--- src/hdl/gn2_pkg.sv ---
// ----------------------------------------------------------------------------
// Gradient noise 2D package
// Fixed-point formats, hash constants and gradient selection.
// ----------------------------------------------------------------------------
package gn2_pkg;

  localparam int FRAC_BITS = 16;
  localparam int INT_BITS  = 16;
  localparam int OUT_FRAC  = 16;
  localparam int OUT_W     = 18;

  localparam logic [31:0] HASH_MX = 32'd374761393;
  localparam logic [31:0] HASH_MY = 32'd668265263;
  localparam logic [31:0] HASH_MS = 32'd1274126177;

  localparam int GW = FRAC_BITS + 3;

  localparam logic [1:0] GRAD_PP = 2'd0;
  localparam logic [1:0] GRAD_NP = 2'd1;
  localparam logic [1:0] GRAD_PN = 2'd2;
  localparam logic [1:0] GRAD_NN = 2'd3;

  typedef logic signed [GW-1:0] grad_t;

  function automatic grad_t grad(input logic [1:0] h, input grad_t dx, input grad_t dy);
    grad_t g;
    unique case (h)
      GRAD_PP: g = dx + dy;
      GRAD_NP: g = dy - dx;
      GRAD_PN: g = dx - dy;
      GRAD_NN: g = -dx - dy;
      default: g = '0;
    endcase
    return g;
  endfunction

endpackage

--- src/hdl/gn2_hash.sv ---
// ----------------------------------------------------------------------------
// Gradient noise 2D corner hash
// Three-stage multiply-xor hash of the four lattice corners of a point.
// ----------------------------------------------------------------------------
module gn2_hash (
  input  logic        clk,
  input  logic        en,
  input  logic [31:0] coord_x,
  input  logic [31:0] coord_y,
  input  logic [31:0] noise_seed,
  output logic [1:0]  h [4]
);
  import gn2_pkg::*;

  logic signed [31:0] flx, fly;
  logic [31:0] cx, cy, cx1, cy1;
  logic [31:0] px0, px1, py0, py1, ps;
  logic [31:0] n [4];
  logic [31:0] m [4];

  always_comb begin
    flx = $signed(coord_x) >>> FRAC_BITS;
    fly = $signed(coord_y) >>> FRAC_BITS;
    cx  = {{(32-INT_BITS){flx[INT_BITS-1]}}, flx[INT_BITS-1:0]};
    cy  = {{(32-INT_BITS){fly[INT_BITS-1]}}, fly[INT_BITS-1:0]};
    cx1 = cx + 32'd1;
    cy1 = cy + 32'd1;
    n[0] = px0 ^ py0 ^ ps;
    n[1] = px1 ^ py0 ^ ps;
    n[2] = px0 ^ py1 ^ ps;
    n[3] = px1 ^ py1 ^ ps;
  end

  always_ff @(posedge clk) begin
    if (en) begin
      px0 <= 32'(cx * HASH_MX);
      px1 <= 32'(cx1 * HASH_MX);
      py0 <= 32'(cy * HASH_MY);
      py1 <= 32'(cy1 * HASH_MY);
      ps  <= 32'(noise_seed * HASH_MS);
      for (int c = 0; c < 4; c++) begin
        m[c] <= 32'((n[c] ^ (n[c] >> 13)) * HASH_MS);
        h[c] <= m[c][1:0] ^ m[c][17:16];
      end
    end
  end

endmodule

--- config.mk ---
export PLATFORM = sky130hd
export DESIGN_NAME = gn2_hash
export DESIGN_NICKNAME = d
export VERILOG_FILES = /design/src/hdl/gn2_pkg.sv /design/src/hdl/gn2_hash.sv
export SDC_FILE = /design/constraint.sdc
export NUM_CORES = 2
export LEC_CHECK = 0
export BUFFER_PORTS_ARGS = -buffer_cell sky130_fd_sc_hd__buf_4
export CORE_AREA = 3 3 402 404
export CTS_BUF_LIST = sky130_fd_sc_hd__clkbuf_2
export DETAILED_ROUTE_END_ITERATION = 10
export DIE_AREA = 0 0 405 407
export PLACE_DENSITY_LB_ADDON = 0.3
export RECOVER_POWER = 50
export SYNTH_ARGS = -nofsm -noshare
export SYNTH_HDL_FRONTEND = slang
export SYNTH_SLANG_ARGS = --single-unit
--- constraint.sdc ---
create_clock -name clk -period 8 [get_ports clk]
set_input_delay 1.6 -clock clk [delete_from_list [all_inputs] [get_ports clk]]
set_output_delay 1.6 -clock clk [all_outputs]
set_load 0.01 [all_outputs]
# == After elaboration in Yosys (flattened, before gate mapping) ==
# Memory sizes are Yosys's and may differ from the RTL's.
# Index checks and enable logic that the tools add are counted.
# word_totals
reg_bits,168
latchBits,0
ramBits,128
rom_bits,0
in_bits,98
n_memories,1
# mem_list
memory,words,width,read_ports,rd_ports_with_merged_regs,write_ports,line_no,text
m,4,32,4,0,4,gn2_hash.sv:19,logic [31:0] m [4];
# op_classes
add_sub_neg,2
n_mul,9
n_div,0
order_cmp,0
n_eq_ne,0
shift,0
mux,2
bitwise,16
reduce_logical,0
# op_table
operator,n
$xor 32x32->32,8
$mul 32x31->32 const B,5
$xor 32x19->32,4
$add 16x2->17 const B,2
$mul 16x30->32 const B,1
$mul 16x31->32 const B,1
$mul 17x30->32 const B,1
$mul 17x31->32 const B,1
$xor 2x2->2,4
$mux 1,2

# == Depth between registers and ports, before layout ==
# depth
ltp_word,4
depth_mapped,29
depth_no_buf,29

# == Worst setup path before layout ==
# No wires, ideal clock.
# synth_path
kind,input to register
from,input port coord_y[17]
to,"register py1[30], data pin"
setup_time_ns,0.260
t_arrival_ns,7.761
slack_ns,-0.021
path_stages,23
path_buffers,0
cell_sequence,ha_1 ha_1 xor2_1 fa_1 fa_1 fa_1 inv_1 fa_1 inv_1 fa_1 inv_1 fa_1 inv_1 ha_1 a21oi_1 o21ai_0 a21oi_1 o21ai_0 o311a_1 o21a_1 o21a_1 o41a_1 xnor2_1
# synth_via
elab_chain_len,2
# synth_rtl
item,line_no,text
from (decl),gn2_hash.sv:9,"input logic [31:0] coord_y,"
$add 16x2->17,gn2_hash.sv:27,cy1 = cy + 32'd1;
$mul 17x31->32,gn2_hash.sv:39,py1 <= 32'(cy1 * HASH_MY);
to (signal assigned),gn2_hash.sv:39,
to (decl),gn2_hash.sv:17,"logic [31:0] px0, px1, py0, py1, ps;"
# No other way between the ends.
# A chain may end at the register's enable or synchronous reset.

# == Worst setup path after layout ==
# layout_path
from,input port coord_y[16]
to,"register py1[30], data pin"
# Same word-level chain as after synthesis.

==> flow_summary.yaml <==
status:
  status: "finished, violations left"
  violated_checks: "max-capacitance violations, max-slew violations"
clocking:
  clkLatencyLatePin_ps: 990
  worst_setup_hold_path_clk_slew_ps: 320
  cts.hold.buffers_added: 0
  tritoncts: "built"
  h-tree-depth: 4
  cts_max_path_buffers: 2
  post_cts_buffers: 0
  cts_made_buffers: 17
  clock_tree.root_cell: "sky130_fd_sc_hd__clkbuf_2"
  postCtsResizedCells: 0
  tritoncts_num_sinks: 179
worst_setup_path:
  critical_path.most_common_cell: "sky130_fd_sc_hd__fa_1"
  critical_path_peak_fanout: 4
  crit_required_ps: 8780
  worst_path_largest_cell_delay_ps: 510
  regToRegSetupSlack_ps: 890
  critical-path-slowest-cell: "sky130_fd_sc_hd__fa_1"
  end_kind: "flop"
  path_class: "input port to flop"
  arrival_ps: 8160
  worstSetupStartpointType: "input port"
synth:
  synth_cells: 4494
  synth_fp_nets: 6342
  synth_cell_type_count: 61
  synth_largest_area_cell: "sky130_fd_sc_hd__fa_1"
  yosysWarningCount: 0
  synthesis.area_um2: 47400
  synth-main-ff-cell: "sky130_fd_sc_hd__edfxtp_1"
  synth_largest_type_area_fraction_pct: 36.8
  synth_enable_flop_cells: 179
  synth.ff_latch_count: 179
  average_size_of_a_mapped_cell_um2: 10.6
  sequential_share_of_the_synthesized_area_pct: 11.3
  synth.area.top_cells: "sky130_fd_sc_hd__fa_1 37%, sky130_fd_sc_hd__ha_1 23%, sky130_fd_sc_hd__inv_1 11%"
  postSynth.asyncResetShare_pct: 0
floorplan:
  fp.dieW_um: 405
  die_area_um2: 165000
  die_height_um: 407
  boundaryPins: 106
  start_util_pct: 30.0
  core_um2: 158000
  std_cell_rows: 146
global_routing:
  antenna_found_initial: 4
  global_route.usage.total_pct: 15.1
  first_global_vias: 33200
  global_route_wire_length_before_repair_mm: 189
  grt_remaining_overflow: 0
  largest_net_degree_at_the_start_of_global_routing: 79
routing:
  via_per_inst: 4.31
  drcViolationCount: 0
  number_of_vias_after_detailed_routing: 30000
  drt.antenna.violating_nets: 0
  drt_first_pass_iters: 5
  dr.first_iter.drc_count: 1251
  drt_wl_total_mm: 119
  route.detailed.wl_per_inst_um: 17.1
sta:
  grt_setup_unrepaired: "no"
  maxSlewHeadroom_pct: -169
  finalHoldViolCount: 0
  setup_viol_count_final: 0
  report.final.slew_viol_count: 184
  final_period_minus_worst_setup_slack_ps: 7380
  finClkSkew_ps: 33.0
  crit_share_post_route_pct: 92.2
  actual_slew_at_the_worst_max_slew_pin_ps: 4040
  fmax_mhz: 136
final_layout:
  commonest_non_fill_non_tap_cells_in_the_layout: "1446 x sky130_fd_sc_hd__inv_1, 877 x sky130_fd_sc_hd__ha_1, 873 x sky130_fd_sc_hd__fa_1"
  drive_gt1_share_pct: 7.94
  final-instance-count-excl-fill: 6964
  nets: 6722
  filler_cell_count: 16300
  syn2layout_area_growth_pct: 11.6
  mostFrequentLayoutCell: "sky130_fd_sc_hd__inv_1"
placement:
  portBuffers: 72
  gp_routability_congestion: 0.888
  place_hpwl_mm: 109
  placedCellCount: 6927
run:
  max-cap-violations: 3
worst_hold_path:
  timing.hold.worst.class: "flop to flop"
-- state kept, by name (all words and copies together), names as in the netlist --
signal / flops
h: 8
m: 16
ps: 31
px0: 31
px1: 31
py0: 31
py1: 31
-- critical path: cells and delay by family --
family                   cells  cell delay, ps
adder cells (fa/ha/maj)      8            3310
buffers and inverters        6             680
XOR/XNOR                     2             420
AO/OA/AOI/OAI                8            1710
AND/OR/NAND/NOR              3             450
-- per-layer routing --
layer  track usage, %  routed length (µm)  vias up
met2             26.2               58800      364
met5                0                  16        -
met1             20.4               55200    15200
met4             2.54                1720        2
li1                 -                   -    14400
met3             1.69                3310       85
-- stage by stage --
step	cell area (µm²)	hold slack [ps]	worst slack, ps	setup TNS [ps]	util [%]
3_5_place_dp	52800	557	-324	-1030	33.4
5_1_grt	53000	610	360	0	33.5
4_1_cts	53100	589	846	0	33.5
3_3_place_gp	52800	552	-302	-1020	33.4
6_report	53000	587	623	0	33.5
2_1_floorplan	47500	543	52.0	0	-
-- cells by family (layout without fill, tap and decap cells) --
| family | after synthesis | count (layout) | synth area share (%) |
|---|---|---|---|
| flip-flops | 179 | 179 | 11.3 |
| AO/OA/AOI/OAI | 295 | 295 | 4.13 |
| multiplexers | 1 | 1 | 0.0211 |
| other | 0 | 5 | 0 |
| XOR/XNOR | 537 | 537 | 10.1 |
| adder cells (fa/ha/maj) | 1750 | 1750 | 60.0 |
| buffers and inverters | 1448 | 1841 | 11.5 |
| AND/OR/NAND/NOR | 284 | 284 | 2.97 |
-- area by class of cell --
type	instances	area, µm²	share of cell area [%]
multi-input combinational	2867	36600	69.2
timing repair buffer	363	2630	4.97
clock inverter	15	191	0.361
sequential	179	5380	10.2
inverter	1446	5430	10.2
antenna	5	12.5	0.0236
tap	2072	2590	4.90
clock buffer	17	85.1	0.161
-- final timing paths --
path	start	depth (start not counted)	end
setup / recovery	coord_y[16]	27	py1[30]
hold / removal	m[2][0]	1	h[2]
setup reg to reg	ps[13]	25	m[1][17]
hold reg to reg	m[2][0]	1	h[2]
-- Yosys cell counts, drive strengths merged (4+ instances only) --
cell type	count
a21o	53
ha	877
inv	1446
nor3b	4
a211oi	5
nor2b	12
nand4	14
o21ai	46
or2	11
xnor3	4
fa	873
o21bai	17
xnor2	396
and2	9
or3	4
nor3	29
nand2	52
o211ai	7
nor2	83
o31ai	4
a21oi	88
a2111oi	4
xor2	134
nand4b	5
nand3	24
and4	4
edfxtp	179
o21a	24
a31oi	16
and3	9
nand2b	18
nor4	4
Power is left out: the tool's default activity adds up to more than one toggle a clock period on the data nets, which glitch-free logic cannot reach.
