===== src/hdl/gn2_pkg.sv =====
// ----------------------------------------------------------------------------
// Gradient noise 2D package
// Fixed-point formats, hash constants and gradient selection.
// ----------------------------------------------------------------------------
package gn2_pkg;

  localparam int FRAC_BITS = 16;
  localparam int INT_BITS  = 16;
  localparam int OUT_FRAC  = 16;
  localparam int OUT_W     = 18;

  localparam logic [31:0] HASH_MX = 32'd374761393;
  localparam logic [31:0] HASH_MY = 32'd668265263;
  localparam logic [31:0] HASH_MS = 32'd1274126177;

  localparam int GW = FRAC_BITS + 3;

  localparam logic [1:0] GRAD_PP = 2'd0;
  localparam logic [1:0] GRAD_NP = 2'd1;
  localparam logic [1:0] GRAD_PN = 2'd2;
  localparam logic [1:0] GRAD_NN = 2'd3;

  typedef logic signed [GW-1:0] grad_t;

  function automatic grad_t grad(input logic [1:0] h, input grad_t dx, input grad_t dy);
    grad_t g;
    unique case (h)
      GRAD_PP: g = dx + dy;
      GRAD_NP: g = dy - dx;
      GRAD_PN: g = dx - dy;
      GRAD_NN: g = -dx - dy;
      default: g = '0;
    endcase
    return g;
  endfunction

endpackage


===== src/hdl/gn2_fade.sv =====
// ----------------------------------------------------------------------------
// Gradient noise 2D fade curve
// Five-stage quintic fade 6t^5 - 15t^4 + 10t^3 of the coordinate fraction.
// ----------------------------------------------------------------------------
module gn2_fade (
  input  logic                     clk,
  input  logic                     en,
  input  logic [31:0]              coord,
  output logic [gn2_pkg::FRAC_BITS:0] u
);
  import gn2_pkg::*;

  localparam int F = FRAC_BITS;
  localparam logic [2*F+4:0] HALF = (2*F+5)'(1) << (F-1);
  localparam logic [F:0]     ONE  = (F+1)'(1) << F;

  logic [F-1:0]   t1, t2q;
  logic [2*F-1:0] tt;
  logic [F:0]     t2c;
  logic [2*F:0]   t3p;
  logic [F+3:0]   p;
  logic signed [F+6:0] ps;
  logic [2*F+4:0] fprod, fsum;
  logic [F:0]     t3;

  always_comb begin
    t2c  = (F+1)'(({1'b0, tt} + HALF[2*F:0]) >> F);
    ps   = (F+7)'(6 * $signed({6'b0, t2c}) - 15 * $signed({7'b0, t2q})
                  + $signed((F+7)'(10) << F));
    t3   = (F+1)'(({1'b0, t3p} + HALF[2*F+1:0]) >> F);
    fsum = (fprod + HALF) >> F;
  end

  always_ff @(posedge clk) begin
    if (en) begin
      t1    <= coord[F-1:0];
      tt    <= t1 * t1;
      t2q   <= t1;
      t3p   <= t2c * t2q;
      p     <= ps[F+6] ? '0 : ps[F+3:0];
      fprod <= (2*F+5)'(t3 * p);
      u     <= (fsum > (2*F+5)'(ONE)) ? ONE : fsum[F:0];
    end
  end

endmodule


===== config.mk =====
export PLATFORM = sky130hd
export DESIGN_NAME = gn2_fade
export DESIGN_NICKNAME = d
export VERILOG_FILES = /design/src/hdl/gn2_pkg.sv /design/src/hdl/gn2_fade.sv
export SDC_FILE = /design/constraint.sdc
export NUM_CORES = 2
export LEC_CHECK = 0
export BUFFER_PORTS_ARGS = -buffer_cell sky130_fd_sc_hd__clkbuf_2
export CORE_UTILIZATION = 66
export DETAILED_ROUTE_END_ITERATION = 7
export GPL_TIMING_DRIVEN = 0
export PLACE_DENSITY = 0.83
export SETUP_SLACK_MARGIN = 0.3
export SLEW_MARGIN = 0
export SYNTH_ARGS = -nofsm -noshare
export SYNTH_HDL_FRONTEND = slang
export SYNTH_SLANG_ARGS = --single-unit

===== constraint.sdc =====
create_clock -name clk -period 8.56 [get_ports clk]
set_clock_uncertainty 0.05 [all_clocks]
set_input_delay 0.856 -clock clk [delete_from_list [all_inputs] [get_ports clk]]
set_output_delay 0.856 -clock clk [all_outputs]
set_load 0.02 [all_outputs]

# Word-level counts from Yosys, hierarchy flattened
# Cells that the tools add are included.
# classes
n_addsub,5
mul,5
n_div,0
order_cmp,1
eq_ne,0
shifts,0
mux,0
n_bitwise,0
n_reduce_logical,0
# op_table
operator,n
"37-bit by 16-bit adder with 37-bit output, second input constant",1
17-bit by 20-bit multiplier with 37-bit output,1
"32-bit by 16-bit adder with 33-bit output, second input constant",1
"33-bit by 16-bit adder with 33-bit output, second input constant",1
17-bit by 16-bit multiplier with 33-bit output,1
16-bit by 16-bit multiplier with 32-bit output,1
"21-bit by 21-bit adder with 22-bit output, second input constant",1
"21-bit by 17-bit greater-than comparator with 1-bit output, second input constant",1
20-bit by 20-bit subtractor with 21-bit output,1
"4-bit by 16-bit multiplier with 20-bit output, first input constant",1
"2-bit by 17-bit multiplier with 19-bit output, first input constant",1
# totals
register_bits,171
latchBits,0
ram_bits,0
romBits,0
input_bits,34
elab_cells,18
mem_count,0

# Depth between registers and ports, before layout
# logic_depth
word_depth,4
depth_mapped,30
ltp_nobuf,28

# Worst setup path before layout
# No wires, ideal clock.
# synth_timing
kind,register -> register
start,register tt[15]
end,register t3p[32] (data pin)
setup_time_ns,0.261
arrival_time_ns,7.071
t_required_ns,8.249
setup_slack_ns,1.177
stages_incl_launch_ff,28
path_buffers,1
cell_sequence,edfxtp_1 > ha_1 > and3_1 > and3_1 > nand3_1 > xnor2_1 > clkbuf_1 > nand2_1 > fa_1 > inv_1 > fa_1 > fa_1 > fa_1 > inv_1 > fa_1 > inv_1 > fa_1 > ha_1 > a21o_1 > a21oi_1 > o21ai_0 > a211oi_1 > o21bai_1 > a21o_1 > a221oi_1 > o21ai_0 > o21ai_0 > xnor2_1
# synth_between
elab_chain_len,2
# synth_rtl
element,line_no,text
from (decl),gn2_fade.sv:18,logic [2*F-1:0] tt;
from (signal assigned),gn2_fade.sv:37,tt <= t1 * t1;
32-bit by 16-bit adder with 33-bit output,gn2_fade.sv:27,"t2c = (F+1)'(({1'b0, tt} + HALF[2*F:0]) >> F);"
17-bit by 16-bit multiplier with 33-bit output,gn2_fade.sv:39,t3p <= t2c * t2q;
to (signal assigned),gn2_fade.sv:39,
to (decl),gn2_fade.sv:20,logic [2*F:0] t3p;
# No other way between the ends.
# A chain may end at the register's enable or synchronous reset.

# Worst setup path in the final report
# layout_timing
start,register tt[17]
end,register t3p[32] (data pin)
# Same word-level chain as after synthesis.

==> results.yml <==
grt:
  grt_pass1_wl_microns: 133000
  grt_usage_pct: 33.8
  antenna_found_initial: 2
  grt_pass1_vias: 26622
  grt_max_degree: 88
  overflow: 0
min_path:
  hold_class: "primary input to register"
  min_from: "coord[10]"
  whs_path_depth: 1
  hold_end: "t1[10]"
die:
  fp.dieArea_sq_um: 51800
  pin_count: 51
  fp.coreArea_sq_um: 50200
  die_x_microns: 228
  fp-row-count: 82
  die_y_microns: 228
  start_util_pct: 66.9
timing:
  grt_setup_unrepaired: "yes"
  max-slew-margin-rel_pct: 34.6
  finalCritPeriodShare_pct: 93.9
  worstMarginPinSlew_ns: 0.974
  drv_slew: 0
  final_hold_viol_count: 0
  fmax_mhz: 124
  setup_viol_count_final: 0
  fin_crit_ns: 8.03
  hold_ws_ns: 0.499
detailed_routing:
  via_per_inst: 5.64
  drt_iter0_markers: 1513
  wl_per_cell_microns: 18.6
  dr.pass1.iters: 6
  vias: 24663
  detail-route-antenna-nets: 0
  routed_wl_microns: 81300
  drcViolationCount: 0
cts:
  clk_latency_ns: 0.49
  cts_root_buf: "clkbuf_16"
  clk_pin_slew_ns: 0.06
  cts_hold_buf: 0
  tritoncts: "done"
  numClockSinks: 126
  htreeDepth: 4
  clock_path_buffers: 2
  cts_buffers: 17
synthesis:
  ys.flop_type: "edfxtp_1"
  yosysUniqueCellTypes: 59
  synth_cells: 3625
  synth_top_area_cell: "fa_1"
  syn_area_per_cell_sq_um: 9.27
  synth-seq-area-share_pct: 11.3
  ys_ff_latch: 126
  synth.area.top_cells: "fa_1, ha_1, edfxtp_1"
  ys_warn_count: 0
  syn_area_sq_um: 33600
  syn_nets: 4705
  synth_edf_count: 126
  async_flop_share_pct: 0
  synth_top_cell_area_share_pct: 40.7
worst_setup_path:
  cp-end-kind: "register"
  path_max_fanout: 11
  critPathKind: "register to register"
  cp.required_ns: 8.73
  start_kind: "register"
  r2r_setup_slack_ns: 0.53
  worstPathArrival_ns: 8.21
  r2r-start: "tt[17]"
  r2r_end: "t3p[32]"
  reg2reg_depth: 27
final_layout:
  n_fill_cell: 3620
  layout-drive-gt1-share_pct: 3.68
  area_delta_synth_final_pct: 5.82
  nNetsFinal: 4763
placement:
  hpwl_microns: 66000
  place.gp.congestion: 0.992
  port_buffers: 34
outcome:
  outcome: "complete, no violations"
run:
  drv_cap: 0
==> per-stage QoR <==
stage	std cells	setup WS (ns)	utilization, %	instance area, sq um	TNS, ns
finish	4369	0.526	70.8	35500	0
global route	4368	0.239	70.8	35500	0
CTS	4363	0.177	70.4	35300	0
detailed placement	4332	-0.390	69.0	34600	-3.04
global placement	4331	-0.299	69.0	34600	-2.29
floorplan	3625	1.18	-	33600	0
==> cells by family after synthesis <==
kind of cell             after synthesis  synth area share [%]
AO/OA/AOI/OAI                        225                  4.61
XOR/XNOR                             136                  3.55
adder cells (fa/ha/maj)             1046                  54.2
buffers and inverters               1057                  11.8
flip-flops                           126                  11.3
multiplexers                           4                 0.127
AND/OR/NAND/NOR                     1031                  14.4
==> per-layer routing <==
metal	global-route usage (%)	up-vias	routed length, microns
li1	-	10958	-
met1	39.4	12154	29000
met2	56.7	1213	40200
met3	8.11	336	7130
met4	20.2	2	4960
met5	0	-	11
==> synthesized netlist by cell type, types with 4 or more instances <==
cell / n
inv_1: 941
fa_1: 683
nand2_1: 491
ha_1: 363
and2_1: 256
nor2_1: 134
edfxtp_1: 126
clkbuf_1: 114
xnor2_1: 92
a21oi_1: 57
xor2_1: 44
nand3_1: 39
a21o_1: 33
o21ai_0: 32
nor3_1: 27
and3_1: 18
nand4_1: 18
o21a_1: 18
nor2b_1: 16
a211oi_1: 14
a31oi_1: 11
and4_1: 8
o21bai_1: 8
o211ai_1: 7
or2_2: 7
a211o_1: 6
nand2b_1: 6
o31ai_1: 6
or3_1: 6
o2111ai_1: 5
a21boi_0: 4
==> worst max-delay path, cell delays in order, from the launching register on <==
cell and delay, ns:
edfxtp_1 0.42, and3_1 0.23, and4_1 0.31, and3_1 0.25, nand4_1 0.23, xnor2_4 0.40
buf_4 0.29, nand2_1 0.10, fa_1 0.52, inv_1 0.06, fa_1 0.56, fa_1 0.45
fa_1 0.55, inv_1 0.06, fa_1 0.48, inv_1 0.05, fa_1 0.48, ha_1 0.36
a21o_1 0.20, a21oi_2 0.20, o21ai_0 0.11, a211oi_1 0.26, o21bai_1 0.09, a21o_1 0.23
a221oi_4 0.36, o21ai_0 0.18, o21ai_0 0.22, xnor2_1 0.10
==> repair_timing <==
item | 4_1_cts | 5_1_grt
setup buffers | 0 | 4
endpoints found under the setup margin | 23 | 23
gates resized for setup | 35 | 62
pin swaps | 0 | 6
==> sequential cells by signal (all words and copies together), names as in the netlist <==
signal  flops
t2q        16
u          17
fprod      22
p          20
t1         16
tt         17
t3p        18
==> area by class of cell <==
class / count / area (sq um) / share of cell area, %
timing repair buffer: 39 / 236 / 0.665
multi-input combinational: 2442 / 26100 / 73.4
buffer: 115 / 498 / 1.40
sequential: 126 / 3780 / 10.6
clock inverter: 14 / 120 / 0.338
antenna: 2 / 5.00 / 0.0141
clock buffer: 17 / 425 / 1.20
tap: 672 / 841 / 2.37
inverter: 942 / 3540 / 9.95
==> cell usage in the layout (no fill, tap or decap), types with 39 or more instances in the layout <==
cell type,Yosys,layout
clkbuf_2,0,47
xnor2_1,92,81
and2_1,256,256
a21oi_1,57,53
nor2_1,134,134
inv_1,941,941
nand2_1,491,491
edfxtp_1,126,126
xor2_1,44,42
clkbuf_1,114,88
ha_1,363,362
fa_1,683,683
nand3_1,39,39
==> worst max path at each step <==
stage                      start      end  depth (start not counted)
after detailed placement  tt[17]  t3p[32]                         27
after global placement    tt[15]  t3p[32]                         27
after floorplan           tt[15]  t3p[32]                         27
after global routing      tt[21]  t3p[32]                         26
after CTS                 tt[16]  t3p[32]                         27
final                     tt[17]  t3p[32]                         27
Power is left out: the tool's default activity adds up to more than one toggle a clock period on the data nets, which glitch-free logic cannot reach.
